<file path="config.mk">
export PLATFORM = sky130hd
export DESIGN_NAME = utf8_decode_column_width_flat
export DESIGN_NICKNAME = d
export VERILOG_FILES = /design/src/rtl/u8cw_pkg.sv /design/src/rtl/u8cw_if.sv /design/src/rtl/utf8_decode_column_width.sv /design/src/rtl/u8cw_front.sv /design/src/rtl/u8cw_queue.sv /design/src/rtl/u8cw_back.sv /design/src/flat_wrapper.sv
export SDC_FILE = /design/constraint.sdc
export NUM_CORES = 1
export LEC_CHECK = 0
export BUFFER_PORTS_ARGS = -buffer_cell sky130_fd_sc_hd__buf_2
export CORE_MARGIN = 3
export CORE_UTILIZATION = 55
export CTS_CLUSTER_DIAMETER = 40
export CTS_CLUSTER_SIZE = 14
export DETAILED_ROUTE_END_ITERATION = 8
export PLACE_DENSITY = 0.78
export REMOVE_ABC_BUFFERS = 1
export SLEW_MARGIN = 20
export SYNTH_ARGS = -nofsm -noshare
export SYNTH_HDL_FRONTEND = slang
export SYNTH_SLANG_ARGS = --single-unit
</file>
<file path="constraint.sdc">
create_clock -name clk -period 5.1 [get_ports clk]
set_input_delay 0.765 -clock clk [delete_from_list [all_inputs] [get_ports clk]]
set_output_delay 0.765 -clock clk [all_outputs]
set_load 0.05 [all_outputs]
</file>
<file path="src/rtl/u8cw_pkg.sv">
package u8cw_pkg;

  localparam int CP_W   = 21;
  localparam int BYTE_W = 8;
  localparam int WID_W  = 2;
  localparam int LEN_W  = 3;
  localparam int RCV_W  = 2;

  localparam logic [CP_W-1:0] REPL_CP = 21'h00FFFD;

  // Sequence lengths held in the partial-sequence state.
  localparam logic [LEN_W-1:0] SEQ_NONE  = 3'd0;
  localparam logic [LEN_W-1:0] SEQ_TWO   = 3'd2;
  localparam logic [LEN_W-1:0] SEQ_THREE = 3'd3;
  localparam logic [LEN_W-1:0] SEQ_FOUR  = 3'd4;

  // Column widths.
  localparam logic [WID_W-1:0] COL_ZERO = 2'd0;
  localparam logic [WID_W-1:0] COL_ONE  = 2'd1;
  localparam logic [WID_W-1:0] COL_TWO  = 2'd2;

  // Job queue between the front and back halves.
  localparam int QDEPTH = 4;
  localparam int QPTR_W = 2;

  // One classified input byte: a number of replacements, then an optional
  // final code point.
  typedef struct packed {
    logic [RCV_W-1:0] nrep;
    logic             has_tail;
    logic [CP_W-1:0]  tail_cp;
    logic             tail_repl;
    logic             eot;
  } job_t;

  typedef struct packed {
    logic [CP_W-1:0] lo;
    logic [CP_W-1:0] hi;
  } span_t;

  localparam int ZW_COUNT   = 30;
  localparam int WIDE_COUNT = 20;

  localparam span_t ZW_TABLE [ZW_COUNT] = '{
    '{21'h00300, 21'h0036F}, '{21'h00483, 21'h00489}, '{21'h00591, 21'h005BD},
    '{21'h00610, 21'h0061A}, '{21'h0064B, 21'h0065F}, '{21'h00670, 21'h00670},
    '{21'h006D6, 21'h006DC}, '{21'h00711, 21'h00711}, '{21'h00730, 21'h0074A},
    '{21'h007A6, 21'h007B0}, '{21'h00816, 21'h00819}, '{21'h0081B, 21'h00823},
    '{21'h00900, 21'h00902}, '{21'h0093C, 21'h0093C}, '{21'h00941, 21'h00948},
    '{21'h0094D, 21'h0094D}, '{21'h00951, 21'h00957}, '{21'h00E31, 21'h00E31},
    '{21'h00E34, 21'h00E3A}, '{21'h00E47, 21'h00E4E}, '{21'h01AB0, 21'h01AFF},
    '{21'h01DC0, 21'h01DFF}, '{21'h0200B, 21'h0200F}, '{21'h02028, 21'h0202E},
    '{21'h02060, 21'h02064}, '{21'h020D0, 21'h020F0}, '{21'h0FE00, 21'h0FE0F},
    '{21'h0FE20, 21'h0FE2F}, '{21'h0FEFF, 21'h0FEFF}, '{21'hE0100, 21'hE01EF}
  };

  localparam span_t WIDE_TABLE [WIDE_COUNT] = '{
    '{21'h01100, 21'h0115F}, '{21'h02E80, 21'h0303E}, '{21'h03041, 21'h033FF},
    '{21'h03400, 21'h04DBF}, '{21'h04E00, 21'h09FFF}, '{21'h0A000, 21'h0A4CF},
    '{21'h0A960, 21'h0A97F}, '{21'h0AC00, 21'h0D7A3}, '{21'h0F900, 21'h0FAFF},
    '{21'h0FE10, 21'h0FE19}, '{21'h0FE30, 21'h0FE6F}, '{21'h0FF00, 21'h0FF60},
    '{21'h0FFE0, 21'h0FFE6}, '{21'h1F300, 21'h1F5FF}, '{21'h1F600, 21'h1F64F},
    '{21'h1F680, 21'h1F6FF}, '{21'h1F900, 21'h1F9FF}, '{21'h1FA70, 21'h1FAFF},
    '{21'h20000, 21'h2FFFD}, '{21'h30000, 21'h3FFFD}
  };

  // Terminal width of a code point; only the first zw_used / wide_used
  // table entries take part. All compares run in parallel.
  function automatic logic [WID_W-1:0] col_width(input logic [CP_W-1:0] cp,
                                                 input int zw_used,
                                                 input int wide_used);
    logic zw_hit;
    logic wide_hit;
    logic ctrl;
    zw_hit   = 1'b0;
    wide_hit = 1'b0;
    ctrl     = (cp < 21'h20) || ((cp >= 21'h7F) && (cp < 21'hA0));
    for (int k = 0; k < ZW_COUNT; k++) begin
      if ((k < zw_used) && (cp >= ZW_TABLE[k].lo) && (cp <= ZW_TABLE[k].hi)) begin
        zw_hit = 1'b1;
      end
    end
    for (int k = 0; k < WIDE_COUNT; k++) begin
      if ((k < wide_used) && (cp >= WIDE_TABLE[k].lo) && (cp <= WIDE_TABLE[k].hi)) begin
        wide_hit = 1'b1;
      end
    end
    if (ctrl || zw_hit) begin
      return COL_ZERO;
    end else if (wide_hit) begin
      return COL_TWO;
    end
    return COL_ONE;
  endfunction

endpackage

</file>
<file path="src/rtl/u8cw_if.sv">
interface u8cw_in_if import u8cw_pkg::*; ();
  logic              valid;
  logic              ready;
  logic [BYTE_W-1:0] text_byte;
  logic              end_of_text;

  modport source (output valid, output text_byte, output end_of_text, input ready);
  modport sink   (input valid, input text_byte, input end_of_text, output ready);
endinterface

interface u8cw_out_if import u8cw_pkg::*; ();
  logic             valid;
  logic             ready;
  logic [CP_W-1:0]  code_point;
  logic [WID_W-1:0] column_width;
  logic             was_replaced;
  logic             last_of_run;
  logic             text_done;

  modport source (output valid, output code_point, output column_width,
                  output was_replaced, output last_of_run, output text_done,
                  input ready);
  modport sink   (input valid, input code_point, input column_width,
                  input was_replaced, input last_of_run, input text_done,
                  output ready);
endinterface

</file>
<file path="src/rtl/utf8_decode_column_width.sv">
// Each result passes through the job queue and then the output register, and waits
// there while earlier results drain.
// One byte per cycle while the queue has room; n results take n output transfers.
// Reset (rst_n, synchronous, active low) drops any open sequence, empties the job
// queue and clears the output valid; no clearing pass is needed.
module utf8_decode_column_width import u8cw_pkg::*; #(
  parameter int ZERO_WIDTH_RANGES = 30,
  parameter int WIDE_RANGES       = 20
) (
  input  logic       clk,
  input  logic       rst_n,
  u8cw_in_if.sink    in_ch,
  u8cw_out_if.source out_ch
);

  // The front half decodes each byte against the partial-sequence state and
  // turns it into one job: a count of replacement characters to emit, then
  // an optional final code point. Bytes that only extend a sequence make no
  // job at all.
  logic q_full;
  logic q_push;
  job_t q_job;
  logic q_pop;
  logic q_empty;
  job_t q_head;

  u8cw_front u_front (
    .clk      (clk),
    .rst_n    (rst_n),
    .in_valid (in_ch.valid),
    .in_ready (in_ch.ready),
    .in_byte  (in_ch.text_byte),
    .in_eot   (in_ch.end_of_text),
    .q_full   (q_full),
    .q_push   (q_push),
    .q_job    (q_job)
  );

  // A four-entry queue lets the front keep taking bytes while the back
  // expands an error burst into several result transfers.
  u8cw_queue u_queue (
    .clk      (clk),
    .rst_n    (rst_n),
    .push     (q_push),
    .push_job (q_job),
    .full     (q_full),
    .pop      (q_pop),
    .empty    (q_empty),
    .head     (q_head)
  );

  // Unless the receiver stalls, the back half emits one result per cycle from
  // the head job, looks up the chosen code point's column width and registers it.
  u8cw_back #(
    .ZERO_WIDTH_RANGES (ZERO_WIDTH_RANGES),
    .WIDE_RANGES       (WIDE_RANGES)
  ) u_back (
    .clk     (clk),
    .rst_n   (rst_n),
    .q_empty (q_empty),
    .q_head  (q_head),
    .q_pop   (q_pop),
    .out_ch  (out_ch)
  );

endmodule

</file>
<file path="src/rtl/u8cw_front.sv">
module u8cw_front import u8cw_pkg::*; (
  input  logic              clk,
  input  logic              rst_n,
  input  logic              in_valid,
  output logic              in_ready,
  input  logic [BYTE_W-1:0] in_byte,
  input  logic              in_eot,
  input  logic              q_full,
  output logic              q_push,
  output job_t              q_job
);

  logic [LEN_W-1:0] seq_len_r, seq_len_nxt;
  logic [RCV_W-1:0] rcvd_r, rcvd_nxt;
  logic [CP_W-1:0]  bits_r, bits_nxt;

  logic             accept;
  logic             is_cont;
  logic [RCV_W-1:0] rcvd_inc;
  logic [CP_W-1:0]  bits_shift;
  logic             seq_done;
  logic             bad_value;
  job_t             job;

  assign in_ready = !q_full;
  assign accept   = in_valid && in_ready;
  assign is_cont  = (in_byte[7:6] == 2'b10);
  assign rcvd_inc = rcvd_r + 2'd1;
  assign bits_shift = {bits_r[CP_W-7:0], in_byte[5:0]};
  assign seq_done = (rcvd_inc == 2'd0) || ({1'b0, rcvd_inc} >= seq_len_r);

  always_comb begin
    bad_value = 1'b0;
    if (((seq_len_r == SEQ_TWO) && (bits_shift < 21'h80)) ||
        ((seq_len_r == SEQ_THREE) && (bits_shift < 21'h800)) ||
        ((seq_len_r == SEQ_FOUR) && (bits_shift < 21'h10000))) begin
      bad_value = 1'b1;
    end
    if ((bits_shift >= 21'hD800) && (bits_shift <= 21'hDFFF)) begin
      bad_value = 1'b1;
    end
    if (bits_shift > 21'h10FFFF) begin
      bad_value = 1'b1;
    end
  end

  always_comb begin
    logic fresh;
    fresh         = 1'b0;
    seq_len_nxt   = seq_len_r;
    rcvd_nxt      = rcvd_r;
    bits_nxt      = bits_r;
    job.nrep      = 2'd0;
    job.has_tail  = 1'b0;
    job.tail_cp   = REPL_CP;
    job.tail_repl = 1'b1;
    job.eot       = in_eot;

    if (seq_len_r != SEQ_NONE) begin
      if (is_cont) begin
        if (seq_done) begin
          job.has_tail  = 1'b1;
          job.tail_cp   = bad_value ? REPL_CP : bits_shift;
          job.tail_repl = bad_value;
          seq_len_nxt   = SEQ_NONE;
          rcvd_nxt      = 2'd0;
          bits_nxt      = '0;
        end else if (in_eot) begin
          job.nrep    = rcvd_inc;
          seq_len_nxt = SEQ_NONE;
          rcvd_nxt    = 2'd0;
          bits_nxt    = '0;
        end else begin
          rcvd_nxt = rcvd_inc;
          bits_nxt = bits_shift;
        end
      end else begin
        // Broken sequence: flush what was buffered, then take the byte anew.
        job.nrep    = rcvd_r;
        seq_len_nxt = SEQ_NONE;
        rcvd_nxt    = 2'd0;
        bits_nxt    = '0;
        fresh       = 1'b1;
      end
    end else begin
      fresh = 1'b1;
    end

    if (fresh) begin
      priority if (!in_byte[7]) begin
        job.has_tail  = 1'b1;
        job.tail_cp   = {13'd0, in_byte};
        job.tail_repl = 1'b0;
      end else if ((in_byte[7:5] == 3'b110) || (in_byte[7:4] == 4'b1110) ||
                   (in_byte[7:3] == 5'b11110)) begin
        if (in_eot) begin
          job.has_tail = 1'b1;
        end else begin
          rcvd_nxt = 2'd1;
          priority if (in_byte[7:5] == 3'b110) begin
            seq_len_nxt = SEQ_TWO;
            bits_nxt    = {16'd0, in_byte[4:0]};
          end else if (in_byte[7:4] == 4'b1110) begin
            seq_len_nxt = SEQ_THREE;
            bits_nxt    = {17'd0, in_byte[3:0]};
          end else begin
            seq_len_nxt = SEQ_FOUR;
            bits_nxt    = {18'd0, in_byte[2:0]};
          end
        end
      end else begin
        // Invalid lead or stray continuation.
        job.has_tail = 1'b1;
      end
    end
  end

  assign q_push = accept && ((job.nrep != 2'd0) || job.has_tail);
  assign q_job  = job;

  always_ff @(posedge clk) begin
    if (!rst_n) begin
      seq_len_r <= SEQ_NONE;
      rcvd_r    <= 2'd0;
      bits_r    <= '0;
    end else if (accept) begin
      seq_len_r <= seq_len_nxt;
      rcvd_r    <= rcvd_nxt;
      bits_r    <= bits_nxt;
    end
  end

endmodule

</file>
<file path="src/rtl/u8cw_queue.sv">
module u8cw_queue import u8cw_pkg::*; (
  input  logic clk,
  input  logic rst_n,
  input  logic push,
  input  job_t push_job,
  output logic full,
  input  logic pop,
  output logic empty,
  output job_t head
);

  job_t              q_r [QDEPTH];
  logic [QPTR_W-1:0] wr_ptr_r;
  logic [QPTR_W-1:0] rd_ptr_r;
  logic [QPTR_W:0]   cnt_r;

  assign full  = (cnt_r == (QPTR_W+1)'(QDEPTH));
  assign empty = (cnt_r == '0);
  assign head  = q_r[rd_ptr_r];

  always_ff @(posedge clk) begin
    if (push) begin
      q_r[wr_ptr_r] <= push_job;
    end
  end

  always_ff @(posedge clk) begin
    if (!rst_n) begin
      wr_ptr_r <= '0;
      rd_ptr_r <= '0;
      cnt_r    <= '0;
    end else begin
      if (push) begin
        wr_ptr_r <= wr_ptr_r + 1'b1;
      end
      if (pop) begin
        rd_ptr_r <= rd_ptr_r + 1'b1;
      end
      unique case ({push, pop})
        2'b10:   cnt_r <= cnt_r + 1'b1;
        2'b01:   cnt_r <= cnt_r - 1'b1;
        default: cnt_r <= cnt_r;
      endcase
    end
  end

endmodule

</file>
<file path="src/rtl/u8cw_back.sv">
module u8cw_back import u8cw_pkg::*; #(
  parameter int ZERO_WIDTH_RANGES = 30,
  parameter int WIDE_RANGES       = 20
) (
  input  logic        clk,
  input  logic        rst_n,
  input  logic        q_empty,
  input  job_t        q_head,
  output logic        q_pop,
  u8cw_out_if.source  out_ch
);

  logic [RCV_W-1:0] rep_idx_r;
  logic             out_valid_r;
  logic [CP_W-1:0]  cp_r;
  logic [WID_W-1:0] width_r;
  logic             repl_r;
  logic             last_r;
  logic             done_r;

  logic             load;
  logic             is_rep;
  logic             is_last;
  logic [CP_W-1:0]  cp_sel;
  logic             repl_sel;

  assign load   = !q_empty && (!out_valid_r || out_ch.ready);
  assign is_rep = (rep_idx_r < q_head.nrep);

  always_comb begin
    if (is_rep) begin
      cp_sel   = REPL_CP;
      repl_sel = 1'b1;
      is_last  = (rep_idx_r == (q_head.nrep - 2'd1)) && !q_head.has_tail;
    end else begin
      cp_sel   = q_head.tail_cp;
      repl_sel = q_head.tail_repl;
      is_last  = 1'b1;
    end
  end

  assign q_pop = load && is_last;

  always_ff @(posedge clk) begin
    if (!rst_n) begin
      rep_idx_r   <= '0;
      out_valid_r <= 1'b0;
    end else begin
      if (load) begin
        rep_idx_r   <= is_last ? '0 : rep_idx_r + 2'd1;
        out_valid_r <= 1'b1;
      end else if (out_ch.ready) begin
        out_valid_r <= 1'b0;
      end
    end
  end

  always_ff @(posedge clk) begin
    if (load) begin
      cp_r    <= cp_sel;
      width_r <= col_width(cp_sel, ZERO_WIDTH_RANGES, WIDE_RANGES);
      repl_r  <= repl_sel;
      last_r  <= is_last;
      done_r  <= is_last && q_head.eot;
    end
  end

  assign out_ch.valid        = out_valid_r;
  assign out_ch.code_point   = cp_r;
  assign out_ch.column_width = width_r;
  assign out_ch.was_replaced = repl_r;
  assign out_ch.last_of_run  = last_r;
  assign out_ch.text_done    = done_r;

endmodule

</file>
<file path="src/flat_wrapper.sv">
// flat-port wrapper written by rule: the top's interface ports become plain ports
module utf8_decode_column_width_flat import u8cw_pkg::*;
#(
  parameter int ZERO_WIDTH_RANGES = 30,
  parameter int WIDE_RANGES       = 20
)
  (clk, rst_n, in_ch_valid, in_ch_text_byte, in_ch_end_of_text, in_ch_ready, out_ch_valid, out_ch_code_point, out_ch_column_width, out_ch_was_replaced, out_ch_last_of_run, out_ch_text_done, out_ch_ready);
  u8cw_in_if in_ch_i ();
  u8cw_out_if out_ch_i ();
  input  logic clk;
  input  logic rst_n;
  input wire logic [$bits(in_ch_i.valid)-1:0] in_ch_valid;
  input wire logic [$bits(in_ch_i.text_byte)-1:0] in_ch_text_byte;
  input wire logic [$bits(in_ch_i.end_of_text)-1:0] in_ch_end_of_text;
  output wire logic [$bits(in_ch_i.ready)-1:0] in_ch_ready;
  output wire logic [$bits(out_ch_i.valid)-1:0] out_ch_valid;
  output wire logic [$bits(out_ch_i.code_point)-1:0] out_ch_code_point;
  output wire logic [$bits(out_ch_i.column_width)-1:0] out_ch_column_width;
  output wire logic [$bits(out_ch_i.was_replaced)-1:0] out_ch_was_replaced;
  output wire logic [$bits(out_ch_i.last_of_run)-1:0] out_ch_last_of_run;
  output wire logic [$bits(out_ch_i.text_done)-1:0] out_ch_text_done;
  input wire logic [$bits(out_ch_i.ready)-1:0] out_ch_ready;
  assign in_ch_i.valid = in_ch_valid;
  assign in_ch_i.text_byte = in_ch_text_byte;
  assign in_ch_i.end_of_text = in_ch_end_of_text;
  assign in_ch_ready = in_ch_i.ready;
  assign out_ch_valid = out_ch_i.valid;
  assign out_ch_code_point = out_ch_i.code_point;
  assign out_ch_column_width = out_ch_i.column_width;
  assign out_ch_was_replaced = out_ch_i.was_replaced;
  assign out_ch_last_of_run = out_ch_i.last_of_run;
  assign out_ch_text_done = out_ch_i.text_done;
  assign out_ch_i.ready = out_ch_ready;
  utf8_decode_column_width #(.ZERO_WIDTH_RANGES(ZERO_WIDTH_RANGES), .WIDE_RANGES(WIDE_RANGES)) u_core (.clk(clk), .rst_n(rst_n), .in_ch(in_ch_i), .out_ch(out_ch_i));
endmodule
</file>
==> results.toml <==
[worst_setup_path]
arrival_ps = 4940
cp-start-kind = "flip-flop"
crit_fanout = 33
ff2ff_path_depth = 13
crit_top_cell = "inv_1"
worstSetupPathType = "reg2reg"
cp.depth = 13
critical-path-slowest-cell = "nor4b_1"
critPathCaptureType = "flip-flop"
crit_family = "simple AND/OR/NAND/NOR gates"
critPathBufInv = 3
r2r_slack_ps = 340
crit_chain = "mux4_2 -> inv_1 -> ha_1 -> inv_1 -> nand2_1 -> buf_12 -> o211ai_1 -> nor4b_1 -> a32oi_1 -> o311ai_0 -> nor3_1 -> nand4_1 -> nor4_2"
r2r_end = "u_core.u_back.out_ch.column_width[0]$_SDFFCE_PN1P_"
cpPeakStageDelay_ps = 760
cp.required_ps = 5270

[global_routing]
grt_pass1_vias = 9571
grt_overflow = 0
grt_pass1_wl_um = 60100
track_usage_pct = 37.5
grt_max_degree = 99
grt_antenna_before_repair = 0

[worst_hold_path]
hold_end = "u_core.u_back.out_ch.valid$_SDFFE_PN0P_"
hold_class = "reg2reg"
min_path_cells = 2
hp-start = "u_core.u_back.out_ch.valid$_SDFFE_PN0P_"

[finish]
diodes = 0
area_growth_syn_to_layout_pct = 11.5
layout-drive-gt1-share_pct = 19.1
fin_area_um2 = 11900
final_common_cell = "edfxtp_1"
layout_common_cells = "edfxtp_1 (130), nor2_1 (88), nand2_1 (65)"
nets = 1117

[floorplan]
initial_core_util_pct = 56.6
coreArea_um2 = 18900
io_pins = 41
rows = 50
die_w_um = 145
fp.dieH_um = 145
die_area_um2 = 21200

[yosys]
synth-edff-count = 130
postSynthAreaPerCell_um2 = 10.2
ys_types = 92
synthTopCellsByArea = "edfxtp_1 (36%), mux4_2 (8.6%), dfxtp_1 (6.0%)"
ys_ff_latch = 162
synthCells = 1046
ys_async_sr_fraction_pct = 0
synth.cell_area_um2 = 10700
synthFlopType = "edfxtp_1"
synth_top_cell_by_area = "edfxtp_1"
synth_top_area_share_pct = 36.5
ys_seq_area_share_pct = 42.5
yosysWarningCount = 0

[timing]
min_period_ps = 4760
fin_worst_skew_ps = 14.2
slew_headroom_pct = 17.2
hold_violations = 0
fmax_mhz = 210
rsz0062_at_grt = "false"
max_slew.worst_pin.slew_ps = 1230
period_share_pct = 93.4
setup_viol = 0
slew_violations = 0

[route]
firstDrtPassIters = 9
via_per_inst = 7.32
wl_per_cell_um = 29.3
initialDrtViolationCount = 1802
drt-total-wl_um = 40000
vias = 9999
antenna_left = 0
drc = 16

[clocking]
htree_levels = 4
clock_path_buffers = 2
numCtsBuffers = 17
cts.sink_count = 162
clk_latency_ps = 440
cts_setup_buffers = 0
postCtsHoldBufs = 0
cts_tree = "built"
cts_resized = 0
clockRootBuffer = "clkbuf_16"
path_clk_slew_ps = 80

[power]
p_seq_share_pct = 26.8
power.switching_mw = 3.35
leakage_nw = 3.78
power.density_nw_per_um2 = 573
switching_share_pct = 49.0
ir_drop_uv = 349
clock_power_share_pct = 20.0
total_power_mw = 6.84
combinationalPowerShare_pct = 53.3
p_int_mw = 3.49

[run_status]
outcome = "finished with violations"
violations = "DRC"

[place]
place_congestion = 1.11
hpwl_um = 28900
placed_area_um2 = 11300
port_buffers = 40

[job]
drv_cap = 0
## worst max-delay path by stage
stage	from	endpoint
after floorplan	flip-flop	u_core.u_back.out_ch.column_width[0]$_SDFFCE_PN1P_
after global placement	flip-flop	u_core.u_back.out_ch.column_width[0]$_SDFFCE_PN1P_
after detailed placement	flip-flop	u_core.u_back.out_ch.column_width[0]$_SDFFCE_PN1P_
after CTS	flip-flop	u_core.u_back.out_ch.column_width[0]$_SDFFCE_PN1P_
after global routing	flip-flop	u_core.u_back.out_ch.column_width[0]$_SDFFCE_PN1P_
final	flip-flop	u_core.u_back.out_ch.column_width[0]$_SDFFCE_PN1P_
## cell type report
cell class	count	area (um2)
fillers	1521	6970
clock inverters	15	203
inverters	49	184
repair buffers	84	556
multi-input cells	779	5680
flip-flops and latches	162	4550
clock buffers	17	425
well taps	260	325
## worst min-delay path: cells and delay by family, from the launching register on
| family | cells | cell delay, ps |
|---|---|---|
| compound gates | 1 | 60 |
| flops | 1 | 350 |
| simple gates | 1 | 70 |
## state kept, by name, indices dropped and copies added, names as in the netlist, named ones only
signal	flops
u_core.u_back.out_ch.column_width	2
u_core.u_queue.wr_ptr_r	2
u_core.u_queue.q_r	104
u_core.u_back.out_ch.code_point	21
u_core.u_back.out_ch.valid	1
u_core.u_back.out_ch.last_of_run	1
u_core.u_back.out_ch.was_replaced	1
u_core.u_queue.cnt_r	3
u_core.u_queue.rd_ptr_r	2
u_core.u_back.out_ch.text_done	1
u_core.u_front.rcvd_r	2
u_core.u_front.bits_r	15
u_core.u_back.rep_idx_r	2
u_core.u_front.seq_len_r	3
## per-layer routing
metal  up-vias  GRT usage, %  part of all wire (%)
li1       4177             -                     -
met1      4739          47.9                    36
met2       863          58.5                    45
met3       220          7.44                    11
met4         0          24.6                   7.8
met5         -             0                     0
## kinds of logic after synthesis
group,count (synthesis),share of synthesized area [%]
and+or+nand+nor,459,23.8
adders and majority gates,11,1.36
xor gates and xnor gates,7,0.573
AOI/OAI and AO/OA,247,17.1
muxes,55,9.98
DFF,162,42.5
buffers and inverters,105,4.68
## cell usage after synthesis, types with 25 or more instances
cell type,number
a21oi_1,41
clkbuf_1,25
mux4_2,41
nand2_1,65
and2_1,28
nand3_1,36
edfxtp_1,130
nor2_1,93
o21ai_0,30
dfxtp_1,32
inv_1,46
nor4_1,28
nor2b_1,32
nor3_1,37
## through the flow
| stage | worst slack, ps | hold slack [ps] | std cells | utilization (%) | TNS, ps |
|---|---|---|---|---|---|
| global placement | 484 | 497 | 1334 | 59.8 | 0 |
| finish | 336 | 524 | 1366 | 63.1 | 0 |
| CTS | 450 | 530 | 1366 | 63.1 | 0 |
| detailed placement | 476 | 512 | 1334 | 59.8 | 0 |
| floorplan | -1670 | 478 | 990 | - | -5490 |
| global route | 176 | 569 | 1366 | 63.1 | 0 |
## power by group through the flow
stage               clock network [mW]  registers, mW  logic [mW]
floorplan                            0           2.27        1.74
global placement                     0           1.85        3.52
detailed placement                   0           1.86        3.45
CTS                               1.37           1.83        3.47
global route                      1.43           1.85        3.78
finish                            1.36           1.83        3.64
Note: power is estimated with default switching activity, not from simulation.
